`src/hdl/assert_macros.svh`:
```
// Assertion macros shared by the RTL files.
// No dependencies; the macros compile to nothing under SYNTHESIS.
`ifndef ASSERT_MACROS_SVH
`define ASSERT_MACROS_SVH
`ifndef SYNTHESIS
`define FBHA_ASSERT(label, clk, rst_n, expr, msg) \
    label: assert property (@(posedge clk) disable iff (!rst_n) (expr)) else $error(msg);
`define FBHA_ASSERT_IMP(label, clk, rst_n, ante, cons, msg) \
    label: assert property (@(posedge clk) disable iff (!rst_n) (ante) |-> (cons)) \
        else $error(msg);
`else
`define FBHA_ASSERT(label, clk, rst_n, expr, msg)
`define FBHA_ASSERT_IMP(label, clk, rst_n, ante, cons, msg)
`endif
`endif

```
`src/hdl/fbha_pkg.sv`:
```
// Shared types and constants of the heap allocator.
// No dependencies.
package fbha_pkg;

    localparam int ADDR_W = 24;

    typedef struct packed {
        logic [ADDR_W-1:0] start;
        logic [ADDR_W-1:0] size;
        logic              free_f;
    } seg_entry_t;

    localparam logic [1:0] ST_OK       = 2'd0;
    localparam logic [1:0] ST_NO_SPACE = 2'd1;
    localparam logic [1:0] ST_BAD_FREE = 2'd2;

    localparam logic KIND_ALLOC = 1'b0;
    localparam logic KIND_FREE  = 1'b1;

    localparam logic CFG_FIT_MODE   = 1'b0;
    localparam logic CFG_HEAP_LIMIT = 1'b1;

    localparam logic [2:0] ALIGN_MASK = 3'h7;
    localparam int         ALIGN_BYTES = 8;

endpackage

```
`src/hdl/fbha_seg_mem.sv`:
```
// Segment table memory: one write port, one read port, registered read.
// Depends on fbha_pkg.
module fbha_seg_mem
    import fbha_pkg::*;
#(
    parameter int DEPTH = 64,
    parameter int IW    = 6
)
(
    input  logic          clk,
    input  logic          wr_en,
    input  logic [IW-1:0] wr_addr,
    input  seg_entry_t    wr_data,
    input  logic          rd_en,
    input  logic [IW-1:0] rd_addr,
    output seg_entry_t    rd_data
);

    seg_entry_t mem [DEPTH];
    seg_entry_t rd_data_reg;

    always_ff @(posedge clk)
    begin
        if (wr_en)
        begin
            mem[wr_addr] <= wr_data;
        end
    end

    always_ff @(posedge clk)
    begin
        if (rd_en)
        begin
            rd_data_reg <= mem[rd_addr];
        end
    end

    assign rd_data = rd_data_reg;

endmodule

```
`src/hdl/first_best_fit_heap_allocator.sv`:
```
// Heap allocator top level: request sequencer around the segment table.
// Depends on fbha_pkg, fbha_seg_mem and assert_macros.svh.
//
// Usage:
//   Slave channel s_*: one request beat. s_tuser = kind (0 allocate, 1 free),
//   s_tdata = req_size, addr. Master channel m_*: one result beat per request
//   with status, data_offset, heap_size and free_bytes.
//   cfg_we/cfg_index/cfg_data write fit_mode (index 0) or heap_limit (1);
//   write only while the block is idle.
// Operation:
//   The table lives in one synchronous memory. A request walks it with one
//   read per cycle, then shifts entries for a split or merge, writes up to
//   two entries, and walks it again to total free bytes. A free whose
//   address is out of range skips the first walk.
//   One request is in flight at a time; s_tready is high while idle.
// Stall: the result sits in an output register; the next request is taken
//   while it waits, and its result waits until the earlier beat is taken.
// Reset: empty heap, fit_mode first fit, heap_limit all ones. Table contents
//   need no clearing, only entries below the segment count are read.
module first_best_fit_heap_allocator
    import fbha_pkg::*;
#(
    parameter int MAX_SEGMENTS = 64,
    parameter int HEADER_BYTES = 32
)
(
    input  logic        clk,
    input  logic        rst_n,
    input  logic        s_tvalid,
    output logic        s_tready,
    input  logic [47:0] s_tdata,   // req_size[23:0], addr[47:24]
    input  logic        s_tuser,   // kind
    output logic        m_tvalid,
    input  logic        m_tready,
    output logic [79:0] m_tdata,   // status[1:0], data_offset[25:2],
                                   // heap_size[49:26], free_bytes[73:50], zero pad
    input  logic        cfg_we,
    input  logic        cfg_index,
    input  logic [23:0] cfg_data
);

`include "assert_macros.svh"

    localparam int IW = (MAX_SEGMENTS > 1) ? $clog2(MAX_SEGMENTS) : 1;
    localparam int CW = $clog2(MAX_SEGMENTS + 1);
    localparam logic [CW-1:0] MAX_CNT = CW'(MAX_SEGMENTS);
    localparam logic [CW-1:0] ONE_C   = CW'(1);
    localparam logic [CW-1:0] TWO_C   = CW'(2);
    localparam logic [23:0]   HB      = 24'(HEADER_BYTES);
    localparam logic [24:0]   SPLIT_MIN = 25'(HEADER_BYTES + ALIGN_BYTES);

    localparam logic [2:0] S_IDLE   = 3'd0;
    localparam logic [2:0] S_SCAN   = 3'd1;
    localparam logic [2:0] S_FNEXT  = 3'd2;
    localparam logic [2:0] S_DECIDE = 3'd3;
    localparam logic [2:0] S_SHIFT  = 3'd4;
    localparam logic [2:0] S_WR     = 3'd5;
    localparam logic [2:0] S_SUM    = 3'd6;
    localparam logic [2:0] S_DONE   = 3'd7;

    logic [2:0]    state_reg, state_next;
    logic          kind_reg, kind_next;
    logic [24:0]   rq_reg, rq_next;
    logic [23:0]   addr_reg, addr_next;
    logic          fit_mode_reg;
    logic [23:0]   heap_limit_reg;
    logic [CW-1:0] count_reg, count_next;
    logic [23:0]   heap_end_reg, heap_end_next;
    logic [CW-1:0] rd_ptr_reg, rd_ptr_next;
    logic          chk_vld_reg, chk_vld_next;
    logic [CW-1:0] chk_idx_reg, chk_idx_next;
    logic          found_reg, found_next;
    logic [CW-1:0] pick_reg, pick_next;
    logic [24:0]   best_reg, best_next;
    seg_entry_t    ent_reg, ent_next;
    seg_entry_t    prev_reg, prev_next;
    seg_entry_t    nxt_reg, nxt_next;
    logic [1:0]    status_reg, status_next;
    logic [23:0]   offset_reg, offset_next;
    logic          sh_up_reg, sh_up_next;
    logic [CW-1:0] sh_dist_reg, sh_dist_next;
    logic [CW-1:0] sh_left_reg, sh_left_next;
    logic          pend_vld_reg, pend_vld_next;
    logic [CW-1:0] pend_dst_reg, pend_dst_next;
    logic [CW-1:0] wa0_reg, wa0_next, wa1_reg, wa1_next;
    seg_entry_t    wd0_reg, wd0_next, wd1_reg, wd1_next;
    logic [1:0]    nwr_reg, nwr_next;
    logic          wr_sel_reg, wr_sel_next;
    logic [23:0]   acc_reg, acc_next;
    logic          m_valid_reg, m_valid_next;
    logic [1:0]    o_status_reg, o_status_next;
    logic [23:0]   o_offset_reg, o_offset_next;
    logic [23:0]   o_heap_reg, o_heap_next;
    logic [23:0]   o_free_reg, o_free_next;

    logic          mem_wr_en, mem_rd_en;
    logic [CW-1:0] mem_wr_addr, mem_rd_addr;
    seg_entry_t    mem_wr_data, mem_rd_data;

    fbha_seg_mem #(
        .DEPTH (MAX_SEGMENTS),
        .IW    (IW)
    ) u_mem (
        .clk     (clk),
        .wr_en   (mem_wr_en),
        .wr_addr (mem_wr_addr[IW-1:0]),
        .wr_data (mem_wr_data),
        .rd_en   (mem_rd_en),
        .rd_addr (mem_rd_addr[IW-1:0]),
        .rd_data (mem_rd_data)
    );

    assign s_tready = (state_reg == S_IDLE);
    assign m_tvalid = m_valid_reg;
    assign m_tdata  = {6'd0, o_free_reg, o_heap_reg, o_offset_reg, o_status_reg};

    always_comb
    begin
        logic [23:0]   in_req;
        logic [24:0]   diff;
        logic [24:0]   left;
        logic [25:0]   ext;
        logic          fits;
        logic          pfree;
        logic          hasnext;
        logic [CW-1:0] moves;
        seg_entry_t    e;

        in_req  = s_tdata[23:0];
        diff    = '0;
        left    = '0;
        ext     = '0;
        fits    = 1'b0;
        pfree   = 1'b0;
        hasnext = 1'b0;
        moves   = '0;
        e       = mem_rd_data;

        state_next    = state_reg;
        kind_next     = kind_reg;
        rq_next       = rq_reg;
        addr_next     = addr_reg;
        count_next    = count_reg;
        heap_end_next = heap_end_reg;
        rd_ptr_next   = rd_ptr_reg;
        chk_vld_next  = chk_vld_reg;
        chk_idx_next  = chk_idx_reg;
        found_next    = found_reg;
        pick_next     = pick_reg;
        best_next     = best_reg;
        ent_next      = ent_reg;
        prev_next     = prev_reg;
        nxt_next      = nxt_reg;
        status_next   = status_reg;
        offset_next   = offset_reg;
        sh_up_next    = sh_up_reg;
        sh_dist_next  = sh_dist_reg;
        sh_left_next  = sh_left_reg;
        pend_vld_next = pend_vld_reg;
        pend_dst_next = pend_dst_reg;
        wa0_next      = wa0_reg;
        wa1_next      = wa1_reg;
        wd0_next      = wd0_reg;
        wd1_next      = wd1_reg;
        nwr_next      = nwr_reg;
        wr_sel_next   = wr_sel_reg;
        acc_next      = acc_reg;
        m_valid_next  = m_valid_reg & ~m_tready;
        o_status_next = o_status_reg;
        o_offset_next = o_offset_reg;
        o_heap_next   = o_heap_reg;
        o_free_next   = o_free_reg;

        mem_wr_en   = 1'b0;
        mem_wr_addr = '0;
        mem_wr_data = wd0_reg;
        mem_rd_en   = 1'b0;
        mem_rd_addr = rd_ptr_reg;

        case (state_reg)
            S_IDLE:
            begin
                if (s_tvalid)
                begin
                    kind_next = s_tuser;
                    addr_next = s_tdata[47:24];
                    if ((in_req[2:0] & ALIGN_MASK) != 3'd0)
                        rq_next = {({1'b0, in_req[23:3]} + 22'd1), 3'b000};
                    else
                        rq_next = {1'b0, in_req};
                    rd_ptr_next  = '0;
                    chk_vld_next = 1'b0;
                    found_next   = 1'b0;
                    best_next    = '0;
                    acc_next     = '0;
                    status_next  = ST_OK;
                    offset_next  = '0;
                    state_next   = S_SCAN;
                    if (s_tuser == KIND_FREE &&
                        (count_reg == '0 || s_tdata[47:24] >= heap_end_reg ||
                         s_tdata[47:24] < HB))
                    begin
                        status_next = ST_BAD_FREE;
                        state_next  = S_SUM;
                    end
                end
            end

            S_SCAN:
            begin
                if (rd_ptr_reg < count_reg)
                begin
                    mem_rd_en    = 1'b1;
                    chk_vld_next = 1'b1;
                    chk_idx_next = rd_ptr_reg;
                    rd_ptr_next  = rd_ptr_reg + ONE_C;
                end
                else
                begin
                    chk_vld_next = 1'b0;
                end
                if (chk_vld_reg)
                begin
                    if (kind_reg == KIND_ALLOC)
                    begin
                        fits = e.free_f && ({1'b0, e.size} >= rq_reg);
                        diff = {1'b0, e.size} - rq_reg;
                        if (fits && !fit_mode_reg)
                        begin
                            found_next = 1'b1;
                            pick_next  = chk_idx_reg;
                            ent_next   = e;
                            state_next = S_DECIDE;
                        end
                        else if (fits && (!found_reg || diff < best_reg))
                        begin
                            found_next = 1'b1;
                            best_next  = diff;
                            pick_next  = chk_idx_reg;
                            ent_next   = e;
                        end
                    end
                    else
                    begin
                        if (({1'b0, e.start} + {1'b0, HB}) == {1'b0, addr_reg})
                        begin
                            found_next = 1'b1;
                            pick_next  = chk_idx_reg;
                            ent_next   = e;
                            state_next = S_FNEXT;
                        end
                        else
                        begin
                            prev_next = e;
                        end
                    end
                end
                else if (rd_ptr_reg >= count_reg)
                begin
                    rd_ptr_next = '0;
                    if (kind_reg == KIND_FREE)
                    begin
                        status_next = ST_BAD_FREE;
                        state_next  = S_SUM;
                    end
                    else
                    begin
                        state_next = S_DECIDE;
                    end
                end
            end

            S_FNEXT:
            begin
                // read of entry k+1 was issued alongside the hit
                nxt_next   = mem_rd_data;
                state_next = S_DECIDE;
            end

            S_DECIDE:
            begin
                nwr_next      = 2'd0;
                wr_sel_next   = 1'b0;
                pend_vld_next = 1'b0;
                sh_up_next    = 1'b0;
                sh_dist_next  = ONE_C;
                if (kind_reg == KIND_ALLOC)
                begin
                    if (found_reg)
                    begin
                        left        = {1'b0, ent_reg.size} - rq_reg;
                        offset_next = ent_reg.start + HB;
                        if (left >= SPLIT_MIN && count_reg < MAX_CNT)
                        begin
                            wa0_next = pick_reg + ONE_C;
                            wd0_next = '{start:  ent_reg.start + HB + rq_reg[23:0],
                                         size:   left[23:0] - HB,
                                         free_f: 1'b1};
                            wa1_next = pick_reg;
                            wd1_next = '{start: ent_reg.start, size: rq_reg[23:0],
                                         free_f: 1'b0};
                            nwr_next    = 2'd2;
                            moves       = count_reg - pick_reg - ONE_C;
                            sh_up_next  = 1'b1;
                            rd_ptr_next = count_reg - ONE_C;
                            count_next  = count_reg + ONE_C;
                        end
                        else
                        begin
                            wa0_next = pick_reg;
                            wd0_next = '{start: ent_reg.start, size: ent_reg.size,
                                         free_f: 1'b0};
                            nwr_next = 2'd1;
                        end
                    end
                    else
                    begin
                        ext = {2'b00, heap_end_reg} + {2'b00, HB} + {1'b0, rq_reg};
                        if (count_reg >= MAX_CNT || ext > {2'b00, heap_limit_reg})
                        begin
                            status_next = ST_NO_SPACE;
                        end
                        else
                        begin
                            wa0_next = count_reg;
                            wd0_next = '{start: heap_end_reg, size: rq_reg[23:0],
                                         free_f: 1'b0};
                            nwr_next      = 2'd1;
                            count_next    = count_reg + ONE_C;
                            offset_next   = heap_end_reg + HB;
                            heap_end_next = ext[23:0];
                        end
                    end
                end
                else
                begin
                    pfree   = (pick_reg != '0) && prev_reg.free_f;
                    hasnext = (pick_reg + ONE_C) < count_reg;
                    if (pfree && hasnext && nxt_reg.free_f)
                    begin
                        wa0_next = pick_reg - ONE_C;
                        wd0_next = '{start:  prev_reg.start,
                                     size:   prev_reg.size + HB + ent_reg.size + HB +
                                             nxt_reg.size,
                                     free_f: 1'b1};
                        nwr_next     = 2'd1;
                        sh_dist_next = TWO_C;
                        moves        = count_reg - pick_reg - TWO_C;
                        rd_ptr_next  = pick_reg + TWO_C;
                        count_next   = count_reg - TWO_C;
                    end
                    else if (pfree && hasnext)
                    begin
                        wa0_next = pick_reg - ONE_C;
                        wd0_next = '{start:  prev_reg.start,
                                     size:   prev_reg.size + HB + ent_reg.size,
                                     free_f: 1'b1};
                        nwr_next    = 2'd1;
                        moves       = count_reg - pick_reg - ONE_C;
                        rd_ptr_next = pick_reg + ONE_C;
                        count_next  = count_reg - ONE_C;
                    end
                    else if (pfree)
                    begin
                        // merged segment is last: give it back
                        heap_end_next = prev_reg.start;
                        count_next    = count_reg - TWO_C;
                    end
                    else if (hasnext && nxt_reg.free_f)
                    begin
                        wa0_next = pick_reg;
                        wd0_next = '{start:  ent_reg.start,
                                     size:   ent_reg.size + HB + nxt_reg.size,
                                     free_f: 1'b1};
                        nwr_next    = 2'd1;
                        moves       = count_reg - pick_reg - TWO_C;
                        rd_ptr_next = pick_reg + TWO_C;
                        count_next  = count_reg - ONE_C;
                    end
                    else if (hasnext)
                    begin
                        wa0_next = pick_reg;
                        wd0_next = '{start: ent_reg.start, size: ent_reg.size,
                                     free_f: 1'b1};
                        nwr_next = 2'd1;
                    end
                    else
                    begin
                        heap_end_next = ent_reg.start;
                        count_next    = count_reg - ONE_C;
                    end
                end
                sh_left_next = moves;
                if (moves != '0)
                    state_next = S_SHIFT;
                else if (nwr_next != 2'd0)
                    state_next = S_WR;
                else
                begin
                    rd_ptr_next  = '0;
                    chk_vld_next = 1'b0;
                    state_next   = S_SUM;
                end
            end

            S_SHIFT:
            begin
                if (pend_vld_reg)
                begin
                    mem_wr_en   = 1'b1;
                    mem_wr_addr = pend_dst_reg;
                    mem_wr_data = mem_rd_data;
                end
                if (sh_left_reg != '0)
                begin
                    mem_rd_en     = 1'b1;
                    pend_vld_next = 1'b1;
                    sh_left_next  = sh_left_reg - ONE_C;
                    if (sh_up_reg)
                    begin
                        pend_dst_next = rd_ptr_reg + ONE_C;
                        rd_ptr_next   = rd_ptr_reg - ONE_C;
                    end
                    else
                    begin
                        pend_dst_next = rd_ptr_reg - sh_dist_reg;
                        rd_ptr_next   = rd_ptr_reg + ONE_C;
                    end
                end
                else
                begin
                    pend_vld_next = 1'b0;
                    if (!pend_vld_reg)
                        state_next = S_WR;
                end
            end

            S_WR:
            begin
                mem_wr_en   = 1'b1;
                mem_wr_addr = wr_sel_reg ? wa1_reg : wa0_reg;
                mem_wr_data = wr_sel_reg ? wd1_reg : wd0_reg;
                if (!wr_sel_reg && nwr_reg == 2'd2)
                    wr_sel_next = 1'b1;
                else
                begin
                    rd_ptr_next  = '0;
                    chk_vld_next = 1'b0;
                    state_next   = S_SUM;
                end
            end

            S_SUM:
            begin
                if (rd_ptr_reg < count_reg)
                begin
                    mem_rd_en    = 1'b1;
                    chk_vld_next = 1'b1;
                    rd_ptr_next  = rd_ptr_reg + ONE_C;
                end
                else
                begin
                    chk_vld_next = 1'b0;
                end
                if (chk_vld_reg)
                begin
                    if (e.free_f)
                        acc_next = acc_reg + e.size;
                end
                else if (rd_ptr_reg >= count_reg)
                begin
                    state_next = S_DONE;
                end
            end

            S_DONE:
            begin
                if (!m_valid_reg || m_tready)
                begin
                    m_valid_next  = 1'b1;
                    o_status_next = status_reg;
                    o_offset_next = offset_reg;
                    o_heap_next   = heap_end_reg;
                    o_free_next   = acc_reg;
                    state_next    = S_IDLE;
                end
            end

            default:
            begin
                state_next = S_IDLE;
            end
        endcase
    end

    always_ff @(posedge clk or negedge rst_n)
    begin
        if (!rst_n)
        begin
            state_reg      <= S_IDLE;
            fit_mode_reg   <= 1'b0;
            heap_limit_reg <= 24'hFFFFFF;
            count_reg      <= '0;
            heap_end_reg   <= '0;
            rd_ptr_reg     <= '0;
            chk_vld_reg    <= 1'b0;
            found_reg      <= 1'b0;
            sh_left_reg    <= '0;
            pend_vld_reg   <= 1'b0;
            nwr_reg        <= 2'd0;
            wr_sel_reg     <= 1'b0;
            m_valid_reg    <= 1'b0;
        end
        else
        begin
            state_reg    <= state_next;
            count_reg    <= count_next;
            heap_end_reg <= heap_end_next;
            rd_ptr_reg   <= rd_ptr_next;
            chk_vld_reg  <= chk_vld_next;
            found_reg    <= found_next;
            sh_left_reg  <= sh_left_next;
            pend_vld_reg <= pend_vld_next;
            nwr_reg      <= nwr_next;
            wr_sel_reg   <= wr_sel_next;
            m_valid_reg  <= m_valid_next;
            if (cfg_we)
            begin
                case (cfg_index)
                    CFG_FIT_MODE:   fit_mode_reg   <= cfg_data[0];
                    CFG_HEAP_LIMIT: heap_limit_reg <= cfg_data;
                    default:        fit_mode_reg   <= fit_mode_reg;
                endcase
            end
        end
    end

    always_ff @(posedge clk)
    begin
        kind_reg     <= kind_next;
        rq_reg       <= rq_next;
        addr_reg     <= addr_next;
        chk_idx_reg  <= chk_idx_next;
        pick_reg     <= pick_next;
        best_reg     <= best_next;
        ent_reg      <= ent_next;
        prev_reg     <= prev_next;
        nxt_reg      <= nxt_next;
        status_reg   <= status_next;
        offset_reg   <= offset_next;
        sh_up_reg    <= sh_up_next;
        sh_dist_reg  <= sh_dist_next;
        pend_dst_reg <= pend_dst_next;
        wa0_reg      <= wa0_next;
        wa1_reg      <= wa1_next;
        wd0_reg      <= wd0_next;
        wd1_reg      <= wd1_next;
        acc_reg      <= acc_next;
        o_status_reg <= o_status_next;
        o_offset_reg <= o_offset_next;
        o_heap_reg   <= o_heap_next;
        o_free_reg   <= o_free_next;
    end

    `FBHA_ASSERT(a_count_max, clk, rst_n, count_reg <= MAX_CNT, "segment count overflow")
    `FBHA_ASSERT_IMP(a_empty_heap, clk, rst_n, count_reg == '0, heap_end_reg == '0, "empty table with nonzero heap end")
    `FBHA_ASSERT_IMP(a_scan_idx, clk, rst_n, state_reg == S_SCAN && chk_vld_reg, chk_idx_reg < count_reg, "scan checks entry beyond count")
    `FBHA_ASSERT_IMP(a_wr_addr, clk, rst_n, mem_wr_en, mem_wr_addr < MAX_CNT, "table write beyond depth")

endmodule
```
`config.mk`:
```
export PLATFORM = sky130hd
export DESIGN_NAME = first_best_fit_heap_allocator
export DESIGN_NICKNAME = d
export VERILOG_FILES = /design/src/hdl/fbha_pkg.sv /design/src/hdl/fbha_seg_mem.sv /design/src/hdl/first_best_fit_heap_allocator.sv
export VERILOG_INCLUDE_DIRS = /design/src /design/src/hdl
export SDC_FILE = /design/constraint.sdc
export NUM_CORES = 2
export LEC_CHECK = 0
export ABC_AREA = 1
export BUFFER_PORTS_ARGS = -buffer_cell sky130_fd_sc_hd__buf_2
export CAP_MARGIN = 20
export CORE_MARGIN = 2
export CORE_UTILIZATION = 30
export CTS_CLUSTER_SIZE = 40
export DETAILED_ROUTE_END_ITERATION = 10
export GPL_ROUTABILITY_DRIVEN = 0
export PLACE_DENSITY_LB_ADDON = 0.12
export SYNTH_ARGS = -nofsm -noshare
export SYNTH_HDL_FRONTEND = slang
export SYNTH_SLANG_ARGS = --single-unit
```
`constraint.sdc`:
```
create_clock -name clk -period 8.2 [get_ports clk]
set_input_delay 1.23 -clock clk [delete_from_list [all_inputs] [get_ports clk]]
set_output_delay 1.23 -clock clk [all_outputs]
set_load 0.01 [all_outputs]
```
==> summary.txt <==
Status
  – Status: completed

Timing
  – Final Skew: 0.05123 ns
  – RSZ-0062 raised after global routing: false
  – Slew Limit Fails: 0
  – Final Setup Violations: 0
  – Worst Max-Slew Pin Slew: 1.185 ns
  – Fin. Hold Viols: 0
  – Minimum clock period: 6.604 ns
  – Fin crit share: 0.8053
  – F_max: 0.1514 GHz
  – Relative slew slack: 0.2039
  – Final worst slack: 1.596 ns
  – TNS Setup: 0 ns

Synthesis
  – Mapped Cells: 13370
  – Distinct cells, synth: 64
  – Top cells by area, synth: edfxtp_1, o21ai_0, nor2_1
  – Synth Flop Type: edfxtp_1
  – Syn Std Cell Area: 0.1609 mm²
  – FF+latch count, synth: 3718
  – Avg Cell Area, Syn: 12.03 µm²
  – Synth top area share: 0.6791
  – Yosys warnings: 0
  – Register area share after synthesis: 0.6918
  – Post-synth ARST share: 0.02152
  – Post-synth EDFFs: 3638
  – Yosys top cell by area: edfxtp_1

Critical path
  – Crit-path max FO: 24
  – Critical Path AT: 7.24 ns
  – Worst Setup Start Kind: flip-flop
  – Setup crit end kind: flip-flop
  – Critical Path Slowest Stage Cell: o21ai_0
  – CP peak stage delay: 0.69 ns
  – CP Class: reg -> reg
  – R2R Setup Slk: 1.60 ns
  – Critical Path RT: 8.83 ns

Global routing
  – GRT overflow: 0
  – Vias in the first global route: 105500
  – Global-route wire length before repair: 812700 µm
  – Most used routing layer in global routing: met2
  – Largest net degree at the start of global routing: 168
  – Total GRT Usage: 0.2053
  – Initial antenna violation count: 26
  – Met3 usage: 0.02305
  – GR Util met2: 0.3308
  – GRT met1 Usage: 0.2955

Routing
  – Routed len/inst: 27.38 µm
  – Residual DRC: 0
  – Routed vias: 109400
  – WL final: 575200 µm
  – DR iter-0 viols: 10430
  – TritonRoute pass-1 iters: 6
  – Post-route ant nets: 0
  – DR vias/cell: 5.207

Die
  – Die span in y: 736.3 µm
  – # IOs: 161
  – Die area: 0.5421 mm²
  – Starting Density: 0.3015
  – Die Width: 736.3 µm
  – Standard-cell rows: 268
  – Core area: 0.5335 mm²

Clock tree
  – CTS buffer count: 413
  – CTS tree: done
  – Root buffer cell: clkbuf_16
  – CTS sink cnt: 3718
  – Resize count post-CTS: 0
  – CTS Buffer Depth: 4
  – Worst-skew pair later-pin latency: 1.03 ns
  – H-tree depth: 5
  – Post-CTS Setup Repair Bufs: 0
  – Clock transition at the registers of the reported paths: 0.07 ns
  – Cts hold-fix bufs: 0

Worst hold path
  – Hold Path Class: in -> async

Power and ir drop
  – PD cells: 361.6 mW/mm²
  – Pleak: 62.77 nW
  – Maximum VDD drop: 221.0 µV

Final layout
  – Most frequent cells in the layout: edfxtp_1, nor2_1, o21ai_0, nand2_1, inv_1
  – # nets final: 13980
  – Multi-input gate area: 0.04526 mm²
  – Sequential cell area: 0.1113 mm²
  – Reg with most FFs: u_mem.mem
  – Max FFs per register: 3136
  – Fillers: 52820
  – Syn-to-layout area delta: 14.83%
  – Fraction of layout cells with a size suffix above 1: 0.09226
  – Commonest non-fill, non-tap cell in the layout: edfxtp_1

Placed design
  – DP HPWL: 342300 µm
  – Placement Setup Slack: 1.559 ns
  – Port bufs: 154

Flow run
  – Max-Cap Viols: 0
-- routing by layer --
metal / share of wire / up-vias
li1: - / 49640
met1: 0.46 / 56000
met2: 0.46 / 3091
met3: 0.051 / 657
met4: 0.026 / 8
met5: 0.000092 / -
-- cell usage after synthesis, types with 9 or more instances --
cell,instances
a211oi_1,12
a21o_1,13
a21oi_1,438
a22oi_1,43
a31oi_1,53
a32o_1,17
buf_1,34
buf_2,28
clkbuf_1,700
dfrtp_1,56
dfstp_2,24
edfxtp_1,3638
fa_1,10
ha_1,394
inv_1,560
inv_2,20
nand2_1,1374
nand3_1,508
nand3b_1,12
nand4_1,86
nor2_1,1985
nor3_1,64
nor4_1,24
o2111ai_1,9
o211ai_1,133
o21a_1,12
o21ai_0,1882
o21ai_1,17
o21bai_1,14
o221ai_1,337
o22ai_1,529
or2_2,10
xnor2_1,65
xor2_1,175
-- final timing paths --
| check | start | endpoint | cells after the start |
|---|---|---|---|
| max | u_mem.rd_data[1] | ent_reg[29] | 27 |
| min | rst_n | heap_end_reg[17] | 1 |
| max reg2reg | u_mem.rd_data[1] | ent_reg[29] | 27 |
| min reg2reg | offset_reg[19] | o_offset_reg[19] | 0 |
| max in group asynchronous | rst_n | heap_end_reg[1] | 2 |
| min in group clk | offset_reg[19] | o_offset_reg[19] | 0 |
-- per-stage QoR --
| step | hold WS (ns) | std cells | power [W] | utilization | area (µm²) |
|---|---|---|---|---|---|
| floorplan | 0.4003 | 13380 | 0.03835 | - | 160900 |
| global placement | 0.4017 | 20230 | 0.04894 | 0.3214 | 171400 |
| detailed placement | 0.4045 | 20240 | 0.04882 | 0.3216 | 171600 |
| CTS | 0.2152 | 21000 | 0.06733 | 0.3461 | 184700 |
| global route | 0.2943 | 21000 | 0.07004 | 0.3462 | 184700 |
| finish | 0.3022 | 21010 | 0.06678 | 0.3462 | 184700 |
-- layout make-up --
cell class,instances,share of cell area
clock inverter,241,0.01223
sequential,3718,0.6026
inverter,587,0.01209
multi-input combinational,8297,0.2451
tap,7155,0.04847
clock buffer,515,0.05870
timing repair buffer,483,0.02071
antenna,12,0.0001626
-- where the power goes --
part	switching, W	internal (W)	leakage, nW	total (W)
sequential	0.000996	0.0249	33.9	0.0259
combinational	0.0173	0.00525	22.5	0.0225
clock	0.00791	0.0105	6.36	0.0184
total	0.0262	0.0406	62.8	0.0668
-- worst max-delay path: cells and delay by family (launching register included) --
kind	cells	cell delay, ns
AND/OR/NAND/NOR	9	1.45
adder cells (fa/ha/maj)	3	0.83
AO/OA/AOI/OAI	10	2.53
flip-flops	1	0.49
buffers and inverters	4	0.71
XOR/XNOR	1	0.18
-- kinds of logic after synthesis --
family                     after synthesis  share of synthesized area
DFF                                   3718                     0.6918
AOI/OAI and AO/OA                     3548                     0.1279
other                                    1                 0.00002331
xor gates and xnor gates               240                    0.01307
buffers and inverters                 1360                    0.03230
adders and majority gates              404                    0.03189
and+or+nand+nor                       4096                     0.1030
Note: power is estimated with default switching activity, not from simulation.
